[src/hw/rtl/itv_pkg.sv]
// Shared types and constants for the interval track assigner.
// No dependencies; imported by every module of the block but itv_store.
package itv_pkg;

  // Fixed field widths of the transaction payloads
  localparam int unsigned ID_W      = 16;
  localparam int unsigned QPOS_W    = 24;
  localparam int unsigned QTRK_W    = 5;
  localparam int unsigned TRK_OUT_W = 5;
  localparam int unsigned IDX_OUT_W = 8;
  localparam int unsigned CNT_OUT_W = 6;
  localparam int unsigned LEN_W     = 24;

  // Register port
  localparam int unsigned APB_AW = 3;
  localparam int unsigned APB_DW = 32;
  localparam logic        REG_SEQ_LEN = 1'b0;  // word index of sequence_length

  typedef enum logic [1:0] {
    ACT_ADD   = 2'd0,
    ACT_QUERY = 2'd1,
    ACT_CLEAR = 2'd2
  } action_e;

  typedef enum logic [1:0] {
    STATUS_OK       = 2'd0,
    STATUS_FULL     = 2'd1,
    STATUS_NO_TRACK = 2'd2
  } status_e;

endpackage

[src/hw/rtl/itv_cmp.sv]
// Shared compare unit: overlap test for adds, track and coverage test for queries.
// Depends on itv_pkg for the fixed query field widths.
module itv_cmp #(
  parameter int unsigned POS_BITS = 25,
  parameter int unsigned TW       = 5
) (
  input  logic                                is_add_i,
  input  logic signed [POS_BITS-1:0]          ent_start_i,
  input  logic signed [POS_BITS-1:0]          ent_end_i,
  input  logic        [TW-1:0]                ent_trk_i,
  input  logic signed [POS_BITS-1:0]          new_start_i,
  input  logic signed [POS_BITS-1:0]          new_end_i,
  input  logic        [itv_pkg::QPOS_W-1:0]   qpos_i,
  input  logic        [itv_pkg::QTRK_W-1:0]   qtrk_i,
  input  logic        [itv_pkg::LEN_W-1:0]    seq_len_i,
  output logic                                match_o
);
  import itv_pkg::*;

  // Wide enough for the signed positions, the unsigned query and end minus length
  localparam int unsigned W  = ((POS_BITS > QPOS_W + 1) ? POS_BITS : QPOS_W + 1) + 1;
  localparam int unsigned QW = (TW > QTRK_W) ? TW : QTRK_W;

  logic signed [W-1:0] s, e, p, len, e_wrap;
  logic overlap, trk_eq, inside_span, covers;

  assign s      = W'(ent_start_i);
  assign e      = W'(ent_end_i);
  assign p      = signed'(W'(qpos_i));
  assign len    = signed'(W'(seq_len_i));
  assign e_wrap = e - len;

  // Two intervals overlap when each starts no later than the other ends
  assign overlap = (ent_start_i <= new_end_i) && (ent_end_i >= new_start_i);

  assign trk_eq = (QW'(ent_trk_i) == QW'(qtrk_i));

  // Coverage with wrap for reversed intervals and intervals past the sequence end
  assign inside_span = (p >= s) && (p <= e);
  always_comb begin
    if (inside_span) begin
      covers = 1'b1;
    end else if (e < s) begin
      covers = (p >= s) || (p <= e);
    end else if (e >= len) begin
      covers = (p >= s) || (p <= e_wrap);
    end else begin
      covers = 1'b0;
    end
  end

  assign match_o = is_add_i ? overlap : (trk_eq && covers);

endmodule

[config.mk]
export PLATFORM = sky130hd
export DESIGN_NAME = itv_cmp
export DESIGN_NICKNAME = d
export VERILOG_FILES = /design/src/hw/rtl/itv_pkg.sv /design/src/hw/rtl/itv_cmp.sv
export SDC_FILE = /design/constraint.sdc
export NUM_CORES = 1
export LEC_CHECK = 0
export BUFFER_PORTS_ARGS = -buffer_cell sky130_fd_sc_hd__buf_2
export CAP_MARGIN = 20
export CORE_MARGIN = 3
export CORE_UTILIZATION = 59
export DETAILED_ROUTE_END_ITERATION = 10
export PLACE_DENSITY = 0.91
export RECOVER_POWER = 25
export SLEW_MARGIN = 20
export SYNTH_ARGS = -nofsm -noshare
export SYNTH_HDL_FRONTEND = slang
export SYNTH_SLANG_ARGS = --single-unit
[constraint.sdc]
create_clock -name vclk -period 11.6
set_input_delay 2.32 -clock vclk [all_inputs]
set_output_delay 2.32 -clock vclk [all_outputs]
set_load 0.005 [all_outputs]
==> results of run 1 <==
==> worst max-delay path: stages <==
cell and delay, ps:
buf_2 140, ha_1 360, o21ai_0 170, a21oi_1 70, or4_1 440, a21oi_1 170, nor2_1 110, a31oi_1 170
inv_1 60, a21oi_1 220, xor2_1 180, ha_1 270, a21oi_1 140, o21ai_0 90, a2111oi_0 430, o41ai_1 160
a21oi_1 130, o21ai_0 100, a31oi_1 270, a21oi_2 90, o22ai_1 200, buf_2 150
==> layout by cell type (no fill, tap or decap), types with 11 or more instances in the layout <==
cell / synthesis / final
o21a_1: 12 / 12
ha_1: 170 / 170
xnor2_1: 12 / 12
a21oi_1: 65 / 65
xor2_1: 15 / 15
nor2_1: 27 / 27
inv_1: 138 / 138
a21o_1: 17 / 17
nor4_1: 11 / 11
buf_2: 0 / 160
o21ai_0: 24 / 25
nand3_1: 22 / 22
nand2_1: 37 / 37
nand4_1: 28 / 28
==> layer usage <==
metal / GRT usage / part of all wire / vias up
met2: 0.592 / 0.49 / 286
met4: 0.0724 / 0.029 / 0
met5: 0 / 0 / -
met1: 0.377 / 0.40 / 2589
li1: - / - / 2772
met3: 0.0395 / 0.084 / 50
==> Yosys cell counts (7+ instances only) <==
master and instances:
a211oi_1 7, a21o_1 17, a21oi_1 65, ha_1 170
inv_1 138, nand2_1 37, nand2b_1 7, nand3_1 22
nand4_1 28, nor2_1 27, nor2b_1 8, nor4_1 11
o21a_1 12, o21ai_0 24, xnor2_1 12, xor2_1 15
==> power groups by stage <==
stage	sequential [mW]	clock, mW	combinational (mW)
after floorplan	0	0	0.176
after global placement	0	0	0.249
after detailed placement	0	0	0.265
after CTS	0	0	0.267
after global routing	0	0	0.305
final	0	0	0.272
==> cell type report <==
cell class | count | area share
inverter | 138 | 0.0885
multi-input combinational | 538 | 0.753
tap | 102 | 0.0218
timing repair buffer | 160 | 0.137
==> path summary, 6_finish.rpt <==
check      end  cells past startpoint  slack (ps)
max    match_o                     22        2840
min    match_o                      4        5100
==> per-stage QoR <==
step / area (um2) / cells
finish: 5850 / 938
global placement: 5850 / 938
floorplan: 4930 / 676
global route: 5850 / 938
CTS: 5850 / 938
detailed placement: 5850 / 938
==> cells by family after synthesis <==
kind of cell,after synthesis,synth area share
compound gates,178,0.236
xor+xnor,27,0.0480
buf+inv,138,0.105
fa+ha+maj,171,0.436
simple gates,162,0.175
==> run_results.csv, run 1 <==
group,metric,value,unit
sta,fmax,114,MHz
synthesis,netlist-cell-type-count,54,
sta,setup_tns,0,ps
layout,multiInputGateArea,4410,um2
layout,area.growth.synth_to_final,18.8,%
global_route,grt_pass1_wl,25.4,mm
run_status,status,"complete, no violations",
route,vias,5697,
sta,timing.final.crit_period,8760,ps
route,drc,0,
sta,fin_crit_sh,0.755,
setup_path,cp.arrival,6440,ps
layout,nClkBuffers,0,
power,vdd_drop_max,0.0334,mV
floorplan,core-area,7930,um2
setup_path,crit_type,"input port to output pin",
floorplan,row_count,32,
layout,final-seq-area,0,um2
power,power_density,46.4,nW/um2
synthesis,syn_nets,1006,
sta,rsz0062_at_grt,"false",
global_route,overflow,0,
global_route,grt_max_degree,7,
sta,hold_slack,5100,ps
setup_path,worst-endpoint-required,9280,ps
layout,final_nets,1168,
setup_path,critPathMaxFanout,5,
route,drt-vias-per-instance,6.07,
route,final_antenna_net_count,0,
synthesis,synth.top_cell.area_share,0.432,
floorplan,io_pins,160,
floorplan,die_height,97.4,um
power,clkPwrFrac,0,
global_route,antenna_found_initial,0,
clocking,cts_hold_buf,0,
route,wirelength,15.7,mm
hold_path,hp-start,"is_add_i",
job,max_cap_viol_count,0,
clocking,post_cts_buffers,0,
power,cellInternalPower,0.120,mW
floorplan,start_util,0.621,
synthesis,yosys_warnings,0,
power,seqPwrFrac,0,
synthesis,synth.avg_cell_area,7.29,um2
synthesis,syn_area,4930,um2
route,first_iter_violations,282,
route,wire_per_inst,16.7,um
global_route,grt_use_total,0.315,
placement,dp_slack,3030,ps
layout,nFillCells,657,
global_route,grt_pass1_vias,5780,
setup_path,start_kind,"input port",
floorplan,dieArea,9480,um2
synthesis,synth_cells,676,
sta,setup_viol,0,
synthesis,yosys.area.top_type,"ha_1",
setup_path,critPathLaunch,"ent_end_i[2]",
layout,n_sequential_cell,0,
sta,slew_headroom,0.442,
placement,dpl.hpwl,14.1,mm
placement,port_buffers,160,
layout,post-route-util,0.738,
sta,maxSlewViolCount,0,
power,switching_share,0.557,
hold_path,hp-class,"input port to output pin",
power,p_sw,0.151,mW
synthesis,synth_area_leaders,"ha_1, inv_1, a21oi_1",
floorplan,die_w,97.4,um
layout,antenna_cells,0,
clocking,ctsResizeCount,0,
setup_path,end_kind,"output pin",
layout,layout-drive-gt1-share,0.208,
power,combPwrFrac,1.000,
sta,hold_viol_final,0,
placement,place_congestion,1.01,
route,drt_first_pass_iters,5,
sta,timing.final.ws_setup,2840,ps
power,leakagePower,3.46,nW
sta,worst_pin_slew,829,ps
synthesis,ys_seq_area_frac,0,
power,p_total,0.272,mW
(Power assumes the default switching activity.)
==> run 2: changes to the inputs <==
- ABC_AREA: default -> 1
- CORE_UTILIZATION: 59 -> 50
- PLACE_DENSITY: 0.91 -> 0.81
- clock period: 11.6 -> 7.1 ns (I/O delays scaled with it)
==> run 2 against run 1 <==
Cell count increased by 22%. Synthesized cell count increased by 26%. Clock-buffer cell count unchanged. Global-route usage decreased by 6.1 points. Highest routed layer is now met5. Utilization decreased by 13 points. Die area increased by 26%. Critical path type unchanged. Design area increased by 7.6%. Largest power group unchanged. Critical path depth increased by 6. Flip-flop and latch count unchanged. First-iteration DRC count increased by 12%.
==> run_results.csv, run 2 <==
group,metric,value,unit
hold_path,hp-class,"input port to output pin",
synthesis,synth_top_family_by_area,"adder cells",
synthesis,synth_common_cells,"nand2_1, inv_1, ha_1",
sta,maxSlewViolCount,0,
floorplan,row_count,37,
placement,dpl.hpwl,14.3,mm
placement,port_buffers,160,
floorplan,die_height,109,um
synthesis,yosys_warnings,0,
synthesis,synthXorXnorAreaFrac,0.0394,
power,p_total,0.463,mW
route,first_iter_violations,317,
synthesis,yosysMostFrequentCell,"nand2_1",
synthesis,syn_area,5340,um2
floorplan,dieArea,11900,um2
layout,final-seq-area,0,um2
synthesis,ys_seq_area_frac,0,
synthesis,syn_nets,1183,
setup_path,critPathMaxFanout,4,
clocking,ctsResizeCount,0,
global_route,grt_use_total,0.254,
sta,rsz0062_at_grt,"false",
sta,fmax,157,MHz
placement,place_congestion,0.924,
synthesis,synth.top_cell.area_share,0.399,
setup_path,crit_type,"input port to output pin",
floorplan,core-area,10400,um2
power,vdd_drop_max,0.0393,mV
route,wirelength,15.5,mm
synthesis,netlist-cell-type-count,37,
synthesis,synthAdderAreaFrac,0.402,
power,power_density,73.5,nW/um2
power,cellInternalPower,0.192,mW
run_status,status,"complete, no violations",
synthesis,synth_simple_gate_area_frac,0.262,
sta,setup_viol,0,
setup_path,start_kind,"input port",
power,combPwrFrac,1.000,
setup_path,end_kind,"output pin",
setup_path,critPathLaunch,"ent_end_i[0]",
sta,fin_crit_sh,0.897,
layout,multiInputGateArea,4680,um2
route,drt_first_pass_iters,5,
synthesis,yosys.area.top_type,"ha_1",
synthesis,synth_cells,853,
floorplan,start_util,0.515,
synthesis,muxShareOfSynthArea,0,
global_route,grt_pass1_wl,25.0,mm
sta,slew_headroom,0.681,
route,drc,0,
job,max_cap_viol_count,0,
sta,hold_viol_final,0,
layout,layout-drive-gt1-share,0.176,
layout,layout_common_cells,"nand2_1, inv_1, ha_1, buf_2, a21oi_1",
power,clkPwrFrac,0,
route,wire_per_inst,13.5,um
placement,dp.cells,1148,
sta,worst_pin_slew,479,ps
sta,setup_tns,0,ps
global_route,grt_max_degree,9,
power,p_sw,0.271,mW
power,switching_share,0.584,
setup_path,cp.arrival,4950,ps
setup_path,worst-endpoint-required,5680,ps
power,seqPwrFrac,0,
synthesis,synth_area_leaders,"ha_1, nand2_1, inv_1",
layout,n_sequential_cell,0,
layout,layout.cells.non_filler,1149,
layout,final_common_cell,"nand2_1",
layout,nFillCells,1041,
layout,post-route-util,0.607,
route,final_antenna_net_count,0,
floorplan,die_w,109,um
floorplan,io_pins,160,
synthesis,synth-compound-area-share,0.173,
clocking,post_cts_buffers,0,
layout,nClkBuffers,0,
synthesis,synth.avg_cell_area,6.26,um2
global_route,antenna_found_initial,2,
global_route,overflow,0,
layout,final_nets,1344,
route,vias,6024,
sta,timing.final.crit_period,6370,ps
sta,hold_slack,3190,ps
clocking,cts_hold_buf,0,
power,leakagePower,3.83,nW
global_route,grt_pass1_vias,5544,
route,drt-vias-per-instance,5.24,
hold_path,hp-start,"is_add_i",
layout,area.growth.synth_to_final,18.0,%
[run 2: cell count changes after synthesis, moves of 7 or more]
cell,change
nor2_1,+28
o21ai_0,+8
nand2b_1,-7
nand2_1,+145
a21oi_1,+24
nor2b_1,-8
o21a_1,-9
a21o_1,-13
inv_1,+34
[run 2: area by class of cell]
cell class         instances  share of cell area
well taps                136              0.0270
inverters                173               0.103
repair buffers           160               0.127
diodes                     1            0.000397
multi-input cells        679               0.742
[run 2: cells by family after synthesis]
kind of cell,Yosys count
buffers and inverters,174
XOR/XNOR,24
adder cells (fa/ha/maj),171
AND/OR/NAND/NOR,323
AO/OA/AOI/OAI,161
[run 2: layer usage]
layer	wire length, um	share of wire	track usage
met2	7150	0.46	0.454
met3	1010	0.065	0.0170
met1	7190	0.46	0.347
met5	13	0.00084	0
met4	150	0.0097	0.0240
[run 2: worst paths after layout]
| check | end | slack (ps) | cells past startpoint |
|---|---|---|---|
| worst max-delay path | match_o | 730 | 28 |
| worst min-delay path | match_o | 3190 | 4 |
[run 2: per-stage QoR]
stage / setup WS [ps] / cell area (um2)
floorplan: 1500 / 5340
global placement: 1040 / 6300
detailed placement: 875 / 6300
CTS: 870 / 6300
global route: 341 / 6300
finish: 728 / 6300
[run 2: power groups by stage]
| stage | logic (mW) | registers, mW | clock network (mW) |
|---|---|---|---|
| after floorplan | 0.312 | 0 | 0 |
| after global placement | 0.446 | 0 | 0 |
| after detailed placement | 0.456 | 0 | 0 |
| after CTS | 0.459 | 0 | 0 |
| after global routing | 0.533 | 0 | 0.0000000188 |
| final | 0.463 | 0 | 0.0000000188 |
[run 2: worst max-delay path: stages]
cell and delay, ps:
buf_2 120, inv_1 80, ha_1 190, inv_1 80, fa_1 440, nand3_1 110
nand3_1 100, nand2_1 90, nand2_2 80, a21oi_1 300, o21ai_2 140, a21oi_2 170
o21bai_1 90, xnor2_1 130, ha_1 270, nand2_1 40, inv_1 80, nand3_1 80
nor4_1 300, nor2_1 90, nand2_1 70, nand2_1 60, nand2_1 60, nand2_1 40
nand2_1 80, nand2_1 50, nand2_1 50, buf_2 110
==> run 3: changes to the inputs <==
- ABC_AREA: 1 -> default
- CORE_UTILIZATION: 50 -> 49
- GPL_TIMING_DRIVEN: default -> 0
==> run 3 against run 2 <==
Critical path depth down 6. Design area fell by 6.4%. Global-route usage fell by 2.2 points. First-iteration DRC count shrank 35%. Worst setup slack lost 450 ps. Power is 7.8% lower. Critical endpoint unchanged.
==> run_results.csv, run 3 (synthesis results as in run 1) <==
group,metric,value,unit
sta,hold_viol_final,0,
sta,maxSlewViolCount,0,
layout,nClkBuffers,0,
setup_path,cp.arrival,5400,ps
sta,worst_pin_slew,914,ps
power,power_density,72.4,nW/um2
global_route,use_met3,0.00971,
sta,rsz0062_at_grt,"false",
route,vias,5322,
clocking,cts_hold_buf,0,
route,first_iter_violations,207,
sta,slew_headroom,0.385,
setup_path,critPathMaxFanout,5,
global_route,grt_busiest_layer,"met2",
floorplan,dieArea,11300,um2
sta,fin_crit_sh,0.961,
layout,area.growth.synth_to_final,19.7,%
route,drt_first_pass_iters,5,
floorplan,row_count,35,
global_route,overflow,0,
layout,final_common_cell,"ha_1",
floorplan,die_w,106,um
sta,timing.final.crit_period,6820,ps
floorplan,start_util,0.518,
sta,setup_tns,0,ps
setup_path,worst-endpoint-required,5680,ps
layout,n_sequential_cell,0,
global_route,grt_max_degree,7,
sta,hold_slack,3290,ps
run_status,status,"complete, no violations",
floorplan,core-area,9500,um2
floorplan,io_pins,160,
route,final_antenna_net_count,0,
route,drt-vias-per-instance,5.52,
global_route,grt_pass1_vias,4919,
route,wirelength,14.0,mm
layout,antenna_cells,0,
power,vdd_drop_max,0.0512,mV
layout,layout_common_cells,"ha_1, buf_2, inv_1, a21oi_1, nand2_1",
sta,fmax,147,MHz
placement,dpl.hpwl,12.9,mm
setup_path,end_kind,"output pin",
placement,place_congestion,0.962,
layout,final-seq-area,0,um2
sta,setup_viol,0,
global_route,grtUsageMet2,0.415,
layout,layout-drive-gt1-share,0.209,
setup_path,crit_type,"input port to output pin",
power,leakagePower,3.46,nW
route,wire_per_inst,14.5,um
hold_path,hp-class,"input port to output pin",
global_route,grt_pass1_wl,22.0,mm
route,drc,0,
global_route,antenna_found_initial,0,
floorplan,die_height,106,um
global_route,grt_use_total,0.232,
layout,final_nets,1168,
job,max_cap_viol_count,0,
clocking,post_cts_buffers,0,
global_route,met1_usage,0.315,
layout,nFillCells,946,
setup_path,start_kind,"input port",
placement,port_buffers,160,
## run 3: changes by cell type in the layout (fill, tap and decap cells not counted), sizes merged, moves of 4 or more
cell	previous run	this run
nand2	185	37
inv	173	138
nor2	57	28
a21oi	94	69
a21o	4	18
o21ai	38	27
o21a	3	12
nor2b	0	8
nand2b	0	7
a2111oi	0	6
a211oi	2	7
and3	0	4
nand3	26	22
xor2	11	15
## run 3: through the flow
| stage | setup WS, ps | power [mW] | area [um2] | utilization | std cells |
|---|---|---|---|---|---|
| finish | 279 | 0.427 | 5890 | 0.620 | 965 |
| global route | 38.1 | 0.484 | 5890 | 0.620 | 965 |
| CTS | 163 | 0.423 | 5890 | 0.620 | 965 |
| global placement | 236 | 0.409 | 5890 | 0.620 | 965 |
| floorplan | 1070 | 0.288 | 4930 | - | 676 |
| detailed placement | 212 | 0.420 | 5890 | 0.620 | 965 |
## run 3: cell type report
cell class,count,area (um2),share of cell area
Multi-Input combinational cell,538,4410,0.749
Tap cell,129,161,0.0274
Timing Repair Buffer,160,801,0.136
Inverter,138,518,0.0879
## run 3: routing by layer
layer / routed length, um / part of all wire
met5: 0 / 0
met2: 6420 / 0.46
met1: 6600 / 0.47
met4: 212 / 0.015
met3: 785 / 0.056
## run 3: worst paths after layout
path | start | end | slack [ps] | depth (start not counted)
setup / recovery | ent_end_i[2] | match_o | 280 | 22
hold / removal | is_add_i | match_o | 3290 | 4
## run 3: where the power goes
group          total [mW]  switching, mW  internal, mW
combinational       0.427          0.232         0.195
sequential              0              0             0
clock                   0              0             0
## run 3: critical path, cell delays in order
cell and delay, ps:
buf_2 140, ha_1 370, o21ai_1 140, a21oi_1 60, or4_1 440, a21oi_1 170
nor2_1 110, a31oi_1 210, inv_1 70, a21oi_1 180, xor2_1 160, ha_1 260
a21oi_1 150, o21ai_0 130, a2111oi_2 390, o41ai_1 140, a21oi_1 130, o21ai_0 90
a31oi_1 240, a21oi_2 90, o22ai_1 170, buf_2 150
## run 3: repair_timing
action,in CTS,in global routing
gates resized for setup,0,2
hold endpoints to repair,0,0
setup endpoints to repair,0,1
